[config.mk]
export PLATFORM = sky130hd
export DESIGN_NAME = aesnia_fifo
export DESIGN_NICKNAME = d
export VERILOG_FILES = /design/src/hw/rtl/assert_macros.svh /design/src/hw/rtl/aesnia_pkg.sv /design/src/hw/rtl/aesnia_fifo.sv
export SDC_FILE = /design/constraint.sdc
export NUM_CORES = 1
export LEC_CHECK = 0
export BUFFER_PORTS_ARGS = -buffer_cell sky130_fd_sc_hd__buf_4
export CELL_PAD_IN_SITES_DETAIL_PLACEMENT = 1
export CELL_PAD_IN_SITES_GLOBAL_PLACEMENT = 1
export CORE_ASPECT_RATIO = 0.8
export CORE_MARGIN = 2
export CORE_UTILIZATION = 50
export CTS_BUF_LIST = sky130_fd_sc_hd__clkbuf_4
export CTS_CLUSTER_SIZE = 16
export DETAILED_ROUTE_END_ITERATION = 16
export GPL_TIMING_DRIVEN = 1
export PLACE_DENSITY_LB_ADDON = 0.1
export SETUP_SLACK_MARGIN = 0.5
export SLEW_MARGIN = 20
export SYNTH_ARGS = -nofsm -noshare
export SYNTH_HDL_FRONTEND = slang
export SYNTH_SLANG_ARGS = --single-unit
[constraint.sdc]
create_clock -name aclk -period 11.4 [get_ports aclk]
set_clock_uncertainty 0.15 [all_clocks]
set_input_delay 1.14 -clock aclk [delete_from_list [all_inputs] [get_ports aclk]]
set_output_delay 1.14 -clock aclk [all_outputs]
set_load 0.005 [all_outputs]
[src/hw/rtl/assert_macros.svh]
// assertion macros used by the rtl
`ifndef ASSERT_MACROS_SVH
`define ASSERT_MACROS_SVH
`ifndef SYNTHESIS
`define AN_ASSERT_IMP(lbl, clk, rstn, ante, cons) \
    lbl: assert property (@(posedge clk) disable iff (!rstn) (ante) |-> (cons)) \
        else $error("assertion failed");
`define AN_ASSERT_NXT(lbl, clk, rstn, ante, cons) \
    lbl: assert property (@(posedge clk) disable iff (!rstn) (ante) |=> (cons)) \
        else $error("assertion failed");
`else
`define AN_ASSERT_IMP(lbl, clk, rstn, ante, cons)
`define AN_ASSERT_NXT(lbl, clk, rstn, ante, cons)
`endif
`endif

[src/hw/rtl/aesnia_pkg.sv]
// ----------------------------------------------------------------------------
// aesnia_pkg
// types, constants and aes helper functions for the integrity mac block
// ----------------------------------------------------------------------------
package aesnia_pkg;

    localparam int CFG_IDX_W  = 3;
    localparam int CFG_DATA_W = 64;

    localparam logic [CFG_IDX_W-1:0] REG_KEY_HIGH = 3'd0;
    localparam logic [CFG_IDX_W-1:0] REG_KEY_LOW  = 3'd1;
    localparam logic [CFG_IDX_W-1:0] REG_BEARER   = 3'd2;
    localparam logic [CFG_IDX_W-1:0] REG_DIR      = 3'd3;

    localparam logic [4:0] FILL_FULL     = 5'd16;
    localparam logic [4:0] FILL_PREAMBLE = 5'd8;
    localparam logic [3:0] LAST_ROUND    = 4'd10;
    localparam logic [7:0] PAD_BYTE      = 8'h80;
    localparam logic [7:0] RB_CONST      = 8'h87;
    localparam logic [7:0] RCON_FIRST    = 8'h01;

    typedef enum logic [1:0] {
        JOB_PLAIN = 2'd0,
        JOB_K1    = 2'd1,
        JOB_K2    = 2'd2
    } job_kind_t;

    typedef enum logic [1:0] {
        EN_IDLE = 2'd0,
        EN_RUN  = 2'd1,
        EN_FIN  = 2'd2
    } eng_state_t;

    typedef struct packed {
        logic [127:0] blk;
        job_kind_t    kind;
        logic         chk;
        logic [31:0]  rx;
        logic         saw;
    } job_t;

    localparam logic [7:0] SBOX [256] = '{
        8'h63,8'h7c,8'h77,8'h7b,8'hf2,8'h6b,8'h6f,8'hc5,8'h30,8'h01,8'h67,8'h2b,8'hfe,8'hd7,8'hab,8'h76,
        8'hca,8'h82,8'hc9,8'h7d,8'hfa,8'h59,8'h47,8'hf0,8'had,8'hd4,8'ha2,8'haf,8'h9c,8'ha4,8'h72,8'hc0,
        8'hb7,8'hfd,8'h93,8'h26,8'h36,8'h3f,8'hf7,8'hcc,8'h34,8'ha5,8'he5,8'hf1,8'h71,8'hd8,8'h31,8'h15,
        8'h04,8'hc7,8'h23,8'hc3,8'h18,8'h96,8'h05,8'h9a,8'h07,8'h12,8'h80,8'he2,8'heb,8'h27,8'hb2,8'h75,
        8'h09,8'h83,8'h2c,8'h1a,8'h1b,8'h6e,8'h5a,8'ha0,8'h52,8'h3b,8'hd6,8'hb3,8'h29,8'he3,8'h2f,8'h84,
        8'h53,8'hd1,8'h00,8'hed,8'h20,8'hfc,8'hb1,8'h5b,8'h6a,8'hcb,8'hbe,8'h39,8'h4a,8'h4c,8'h58,8'hcf,
        8'hd0,8'hef,8'haa,8'hfb,8'h43,8'h4d,8'h33,8'h85,8'h45,8'hf9,8'h02,8'h7f,8'h50,8'h3c,8'h9f,8'ha8,
        8'h51,8'ha3,8'h40,8'h8f,8'h92,8'h9d,8'h38,8'hf5,8'hbc,8'hb6,8'hda,8'h21,8'h10,8'hff,8'hf3,8'hd2,
        8'hcd,8'h0c,8'h13,8'hec,8'h5f,8'h97,8'h44,8'h17,8'hc4,8'ha7,8'h7e,8'h3d,8'h64,8'h5d,8'h19,8'h73,
        8'h60,8'h81,8'h4f,8'hdc,8'h22,8'h2a,8'h90,8'h88,8'h46,8'hee,8'hb8,8'h14,8'hde,8'h5e,8'h0b,8'hdb,
        8'he0,8'h32,8'h3a,8'h0a,8'h49,8'h06,8'h24,8'h5c,8'hc2,8'hd3,8'hac,8'h62,8'h91,8'h95,8'he4,8'h79,
        8'he7,8'hc8,8'h37,8'h6d,8'h8d,8'hd5,8'h4e,8'ha9,8'h6c,8'h56,8'hf4,8'hea,8'h65,8'h7a,8'hae,8'h08,
        8'hba,8'h78,8'h25,8'h2e,8'h1c,8'ha6,8'hb4,8'hc6,8'he8,8'hdd,8'h74,8'h1f,8'h4b,8'hbd,8'h8b,8'h8a,
        8'h70,8'h3e,8'hb5,8'h66,8'h48,8'h03,8'hf6,8'h0e,8'h61,8'h35,8'h57,8'hb9,8'h86,8'hc1,8'h1d,8'h9e,
        8'he1,8'hf8,8'h98,8'h11,8'h69,8'hd9,8'h8e,8'h94,8'h9b,8'h1e,8'h87,8'he9,8'hce,8'h55,8'h28,8'hdf,
        8'h8c,8'ha1,8'h89,8'h0d,8'hbf,8'he6,8'h42,8'h68,8'h41,8'h99,8'h2d,8'h0f,8'hb0,8'h54,8'hbb,8'h16
    };

    function automatic logic [7:0] xtime(input logic [7:0] x);
        return {x[6:0], 1'b0} ^ (x[7] ? 8'h1b : 8'h00);
    endfunction

    function automatic logic [7:0] get_byte(input logic [127:0] v, input int k);
        return v[127-8*k -: 8];
    endfunction

    // one aes round: subbytes, shiftrows and mixcolumns unless final
    function automatic logic [127:0] aes_round(input logic [127:0] s, input logic fin);
        logic [7:0]   t [16];
        logic [7:0]   a0, a1, a2, a3, all;
        logic [127:0] r;
        for (int c = 0; c < 4; c++) begin
            for (int j = 0; j < 4; j++) begin
                t[j + 4*c] = SBOX[get_byte(s, j + 4*((c + j) & 3))];
            end
        end
        if (!fin) begin
            for (int c = 0; c < 4; c++) begin
                a0  = t[4*c];
                a1  = t[4*c+1];
                a2  = t[4*c+2];
                a3  = t[4*c+3];
                all = a0 ^ a1 ^ a2 ^ a3;
                t[4*c]   = a0 ^ all ^ xtime(a0 ^ a1);
                t[4*c+1] = a1 ^ all ^ xtime(a1 ^ a2);
                t[4*c+2] = a2 ^ all ^ xtime(a2 ^ a3);
                t[4*c+3] = a3 ^ all ^ xtime(a3 ^ a0);
            end
        end
        for (int k = 0; k < 16; k++) begin
            r[127-8*k -: 8] = t[k];
        end
        return r;
    endfunction

    // next round key from the current one
    function automatic logic [127:0] key_step(input logic [127:0] rk, input logic [7:0] rcon);
        logic [31:0] tmp, n0, n1, n2, n3;
        tmp = {SBOX[rk[23:16]] ^ rcon, SBOX[rk[15:8]], SBOX[rk[7:0]], SBOX[rk[31:24]]};
        n0  = rk[127:96] ^ tmp;
        n1  = rk[95:64] ^ n0;
        n2  = rk[63:32] ^ n1;
        n3  = rk[31:0] ^ n2;
        return {n0, n1, n2, n3};
    endfunction

    function automatic logic [127:0] dbl(input logic [127:0] v);
        return {v[126:0], 1'b0} ^ {120'd0, (v[127] ? RB_CONST : 8'h00)};
    endfunction

endpackage

[src/hw/rtl/aesnia_fifo.sv]
// ----------------------------------------------------------------------------
// aesnia_fifo
// short job queue between the byte front end and the aes engine
// ----------------------------------------------------------------------------
module aesnia_fifo #(
    parameter int DEPTH = 4
) (
    input  logic             aclk,
    input  logic             aresetn,
    input  logic             push,
    input  aesnia_pkg::job_t push_data,
    output logic             full,
    input  logic             pop,
    output aesnia_pkg::job_t pop_data,
    output logic             empty
);

    localparam int PW = (DEPTH > 1) ? $clog2(DEPTH) : 1;
    localparam int CW = $clog2(DEPTH + 1);

    aesnia_pkg::job_t mem_reg [DEPTH];
    logic [PW-1:0]    wptr_reg, wptr_next, rptr_reg, rptr_next;
    logic [CW-1:0]    cnt_reg, cnt_next;

    assign full     = (cnt_reg == CW'(DEPTH));
    assign empty    = (cnt_reg == '0);
    assign pop_data = mem_reg[rptr_reg];

    always_comb begin
        wptr_next = wptr_reg;
        rptr_next = rptr_reg;
        cnt_next  = cnt_reg;
        if (push) begin
            wptr_next = (wptr_reg == PW'(DEPTH - 1)) ? '0 : wptr_reg + PW'(1);
        end
        if (pop) begin
            rptr_next = (rptr_reg == PW'(DEPTH - 1)) ? '0 : rptr_reg + PW'(1);
        end
        if (push && !pop) begin
            cnt_next = cnt_reg + CW'(1);
        end else if (pop && !push) begin
            cnt_next = cnt_reg - CW'(1);
        end
    end

    always_ff @(posedge aclk) begin
        if (!aresetn) begin
            wptr_reg <= '0;
            rptr_reg <= '0;
            cnt_reg  <= '0;
        end else begin
            wptr_reg <= wptr_next;
            rptr_reg <= rptr_next;
            cnt_reg  <= cnt_next;
        end
        if (push) begin
            mem_reg[wptr_reg] <= push_data;
        end
    end

endmodule

==> metrics.txt, run 1 <==
area of the die=0.0500 mm2; DRT iter0 DRCs=561; Core ar.=0.0473 mm2; CTS tree=built; DR DRC count=0; fraction of layout cells with a size suffix above 1=51.8%; sequential cell area=0.0199 mm2; hold buffers post-CTS=0; Seq/Total Area, Yosys=82.5%; Starting Density=50.9%; max-cap viol count=0; post-CTS resize count=0; Clk pwr share=36.6%; clock-pin slew on the worst setup and hold paths=0.07 ns; Slew Viols, Final=0; Final Cell Area=0.0292 mm2; RR Startpoint=wptr_reg[0]$_SDFFE_PN0P_; Multi-input gate area=0.00397 mm2; Synth Instances=900; Core Util, Final=61.7%; reg2reg path depth=3; Net count, final=1547; crit path capture type=primary output; Slowest-stage cell, CP=dfxtp_4; RSZ-0062 raised after global routing=no; Synth cell types=22; Vias=11200; CP cell instances=buf_12 > mux4_2 > buf_4; mean area per synthesized cell=26.8 um2; CTS Buf Count=161; Sw Ratio=21.7%; Sw Pwr=0.00113 W; vias in the first global route=12500; Arrival @ worst endpoint=3.41 ns; crit path max fanout=90; I/O Buffers=333; I/O pins=334; hold worst-path end=mem_reg[1][109]$_DFFE_PP_; initial antenna violation count=7; Placed Instance Area=0.0272 mm2; fillcell total=4033; hold depth=1; Via density=5.36; Hold Path Class=in2reg; pin count of the biggest net entering global routing=91; power per cell area=179 mW/mm2; hold violation total from the final report=0; first-pass GRT wire length=76600 um; run status=completed; GR Util All Layers=20.7%; Avg WL per Cell=24.4 um; fin crit period=4.70 ns; Hold Crit Start=push_data[109]; # rows=71; WP buf/inv=2; Crit path largest cell delay=0.96 ns; slew margin rel.=30.2%; cell family with most CP delay=flip-flops; root buffer cell=clkbuf_4; die height=200 um; Cell Count, Final, Fillers Out=2092; postcts setup bufs=0; Post-DP HPWL=30200 um; commonest non-fill, non-tap cells in the layout=edfxtp_1, buf_4, clkbuf_4; Longest Clk Path Bufs=3; TNS Setup=0 ns; chip width=249 um; grt total ovfl=0; Ys Warns=0; Max VDD drop=112 uV; drt pass-1 iters=5; Reg2Reg Capture Point=mem_reg[3][149]$_DFFE_PP_; final wirelength=51000 um; Worst-Margin Slew=1.05 ns; final cycle utilization of the critical path=41.3%; number of antenna-violating nets in the routed design=0; placed cell count=1829; # clock sinks=665; WS Path Type=reg2out; commonest non-fill, non-tap cell in the layout=edfxtp_1; syn_nets=1075; r2r setup slk=8.52 ns; Reg power frac=54.5%; GPL Wtd Cong=0.720; EDFF count, synth=656; Gate power share=8.9%; setup violators final=0; Static Leak=9.98 nW; Mapped Area=0.0241 mm2; P&R area growth vs syn=21.3%; max reg flops=656; internal power=0.00409 W; FF+latch count, synth=665; Max Freq=213 MHz; startpoint types=flop; ys flop type=edfxtp_1; worst endpoint required time=10.11 ns; H-tree levels=4; worst skew pair latency=0.84 ns; async set or reset register ratio after synthesis=0%
==> cell type report <==
type | instances | area share (%)
clock buffers | 232 | 5.96
multi-input cells | 195 | 13.6
inverters | 4 | 0.0514
diodes | 8 | 0.0685
repair buffers | 345 | 8.90
clock inverters | 23 | 0.762
well taps | 620 | 2.65
flip-flops and latches | 665 | 68.0
==> metrics by stage <==
step                      hold slack (ns)  power (W)  setup WS [ns]
final                               0.312    0.00522           6.70
after global routing                0.188    0.00545           6.32
after CTS                           0.207    0.00530           6.46
after detailed placement            0.364    0.00338           7.45
after global placement              0.336    0.00336           7.46
after floorplan                     0.322    0.00311           5.83
==> power groups by stage <==
| stage | registers [W] | clock network, W | logic (W) |
|---|---|---|---|
| CTS | 0.00285 | 0.00198 | 0.000480 |
| global placement | 0.00289 | 0 | 0.000470 |
| detailed placement | 0.00290 | 0 | 0.000479 |
| floorplan | 0.00289 | 0 | 0.000226 |
| finish | 0.00284 | 0.00191 | 0.000466 |
| global route | 0.00285 | 0.00210 | 0.000502 |
==> routing by layer <==
layer  track usage (%)  part of all wire [%]  vias to the layer above  wire (um)
met1              26.4                    40                     5871      20600
met5                 0                 0.047                        -         24
met4              6.45                   1.6                        4        801
met3              8.33                   7.8                       62       4000
li1                  -                     -                     4933          -
met2              33.1                    50                      342      25600
==> worst reg2reg max path, cell delays in order (launching register included) <==
cell and delay, ns:
dfxtp_1 0.39, ha_1 0.19, and2_4 0.79, buf_4 0.94
==> Yosys cell counts, types with 2 or more instances <==
master / number / share of area [%]
mux4_2: 164 / 15
edfxtp_1: 656 / 82
buf_2: 16 / 0.33
clkbuf_1: 2 / 0.031
dfxtp_1: 9 / 0.75
buf_4: 9 / 0.28
ha_1: 6 / 0.31
mux2i_1: 4 / 0.17
inv_1: 4 / 0.062
buf_6: 9 / 0.42
nor3_1: 2 / 0.042
and2_1: 5 / 0.13
nor2b_1: 5 / 0.13
==> logic make-up after synthesis <==
kind of cell	count (synthesis)	share of synthesized area, %
DFF	665	82.5
muxes	168	15.5
buffers and inverters	40	1.13
and+or+nand+nor	15	0.374
adders and majority gates	7	0.394
AOI/OAI and AO/OA	3	0.0830
xor gates and xnor gates	2	0.0727
==> worst max-delay path by stage <==
stage               from                      end  slack (ns)  cells past startpoint
finish              flop            pop_data[163]        6.70                      3
global route        flop             pop_data[56]        6.32                      3
global placement    flop            pop_data[112]        7.46                      3
CTS                 flop            pop_data[146]        6.46                      3
floorplan           push  mem_reg[0][0]$_DFFE_PP_        5.83                      1
detailed placement  flop            pop_data[158]        7.45                      3
(Power assumes the default switching activity.)
==> run 2, diff against run 1 <==
==> constraint.sdc (replaced) <==
create_clock -name aclk -period 4.95 [get_ports aclk]
set_clock_uncertainty 0.15 [all_clocks]
set_input_delay 0.495 -clock aclk [delete_from_list [all_inputs] [get_ports aclk]]
set_output_delay 0.495 -clock aclk [all_outputs]
set_load 0.005 [all_outputs]
==> run 2 against run 1 <==
  * Non-clock buffer count increased by 170
  * Register-to-register slack lost 6.1 ns
  * Highest routed layer unchanged
  * Cell area rose by 6.3%
  * First-iteration DRC count rose by 15%
  * Final cell count grew 9.3%
  * Sequential power increased by 130%
  * Worst hold slack lost 0.079 ns
  * Global-route usage up 1.2 points
  * Setup slack lost 5.1 ns
  * Die area unchanged
  * Via count is 6.2% higher
  * Count of clock-buffer cells in the layout up 6
==> metrics.txt, run 2 (synthesis gave the netlist of run 1 again) <==
run status=completed; Arrival @ worst endpoint=2.76 ns (-0.65 ns); Slew Viols, Final=0 (unchanged); I/O pins=334 (unchanged); Vias=11900 (+6.2%); Cell Count, Final, Fillers Out=2287 (+9.3%); Via density=5.21 (-2.8%); # clock sinks=665 (unchanged); slew margin rel.=29.4% (-0.85 points); Worst-Margin Slew=1.06 ns (+0.0127 ns); internal power=0.00948 W (+130%); WS Path Type=reg2out; setup violators final=0 (unchanged); Sw Pwr=0.00276 W (+140%); fillcell total=3906 (-3.1%); commonest non-fill, non-tap cells in the layout=edfxtp_1, buf_4, clkbuf_4; Hold Crit Start=push_data[161]; number of antenna-violating nets in the routed design=0 (unchanged); clock-pin slew on the worst setup and hold paths=0.06 ns (about the same); commonest non-fill, non-tap cell in the layout=edfxtp_1; fin crit period=3.40 ns; Pwr Total=0.0122 W (+130%); placed cell count=1832 (+0.16%); sequential cell area=0.0199 mm2 (unchanged); Multi-input gate area=0.00397 mm2 (unchanged); cell family with most CP delay=buffers and inverters; final cycle utilization of the critical path=68.7%; Longest Clk Path Bufs=3 (unchanged); CTS Buf Count=162 (+0.62%); post-CTS resize count=0 (unchanged); root buffer cell=clkbuf_4; postcts setup bufs=0 (unchanged); Max VDD drop=262 uV (+130%); min setup slack post-route=1.55 ns (-5.15 ns); CTS tree=built; first-pass GRT wire length=82200 um (+7.3%); TNS Setup=0 ns (unchanged); Post-DP HPWL=30000 um (-0.85%); startpoint types=flop; CP cell instances=buf_12 > mux4_2 > buf_4; Static Leak=10.7 nW (+7.7%); Starting Density=50.9% (unchanged); max reg flops=656 (unchanged); area of the die=0.0500 mm2 (unchanged); RR Startpoint=wptr_reg[0]$_SDFFE_PN0P_; crit path capture type=primary output; power per cell area=393 mW/mm2 (+120%); final wirelength=53500 um (+5.0%); I/O Buffers=333 (unchanged); worst skew pair latency=0.82 ns (-0.02 ns); die height=200 um (unchanged); Max Freq=294 MHz; Core ar.=0.0473 mm2 (unchanged); Reg power frac=53.3% (-1.2 points); Place WS=2.33 ns (-5.13 ns); H-tree levels=4 (unchanged); grt total ovfl=0 (unchanged); Net count, final=1718 (+11%); Gate power share=10.1% (+1.2 points); hold violation total from the final report=0 (unchanged); # rows=71 (unchanged); P&R area growth vs syn=28.9%; GPL Wtd Cong=0.715 (-0.78%); chip width=249 um (unchanged); worst endpoint required time=4.30 ns (-5.81 ns); Sw Ratio=22.5% (+0.80 points); Hold Path Class=in2reg; drt pass-1 iters=4 (-1); Clk pwr share=36.6% (about the same); GR Util All Layers=22.0% (+1.2 points); WP buf/inv=2 (unchanged); hold_ws=0.234 ns (-0.0787 ns); crit path max fanout=111 (+23%); pin count of the biggest net entering global routing=112 (+23%); fraction of layout cells with a size suffix above 1=46.3% (-5.6 points); hold buffers post-CTS=167 (+167); RSZ-0062 raised after global routing=no; DRT iter0 DRCs=645 (+15%); Crit path largest cell delay=0.66 ns (-0.30 ns); initial antenna violation count=7 (unchanged); max-cap viol count=0 (unchanged); Avg WL per Cell=23.4 um (-4.0%); DR DRC count=0 (unchanged); vias in the first global route=13400 (+6.8%); Slowest-stage cell, CP=buf_12
[run 2: worst paths after layout]
check / endpoint / depth (start not counted) / slack [ns]
max reg2reg: mem_reg[0][109]$_DFFE_PP_ / 4 / 2.46
max: pop_data[140] / 3 / 1.55
min: mem_reg[1][161]$_DFFE_PP_ / 2 / 0.23
min reg2reg: cnt_reg[2]$_SDFFE_PN0P_ / 2 / 0.38
[run 2: metrics by stage]
step / util [%] / cell area [um2]
after floorplan: - / 24100
after global placement: 57.8 / 27400
after detailed placement: 57.8 / 27400
after CTS: 65.6 / 31100
after global routing: 65.6 / 31100
final: 65.6 / 31100
[run 2: power groups by stage]
stage | registers (W) | clock network, W | logic, W
floorplan | 0.00663 | 0 | 0.000522
global placement | 0.00662 | 0 | 0.00112
detailed placement | 0.00664 | 0 | 0.00114
CTS | 0.00652 | 0.00461 | 0.00126
global route | 0.00653 | 0.00490 | 0.00134
finish | 0.00652 | 0.00447 | 0.00124
[run 2: layout make-up]
type / count / share of cell area (%)
Antenna cell: 8 / 0.0644
Clock buffer: 238 / 5.75
Clock inverter: 42 / 0.797
Inverter: 4 / 0.0483
Multi-Input combinational cell: 195 / 12.8
Sequential cell: 665 / 64.0
Tap cell: 620 / 2.50
Timing Repair Buffer: 515 / 14.1
[run 2: layer usage]
metal | share of wire [%] | global-route usage (%) | up-vias
li1 | - | - | 5301
met1 | 41 | 28.5 | 6183
met2 | 51 | 35.5 | 367
met3 | 7.1 | 7.85 | 57
met4 | 1.4 | 6.24 | 2
met5 | 0.021 | 0 | -
[run 2: worst reg2reg max path, stage by stage (launching register included)]
cell	delay, ns
dfxtp_1	0.35
inv_1	0.09
ha_1	0.15
and2_4	0.82
buf_4	0.54
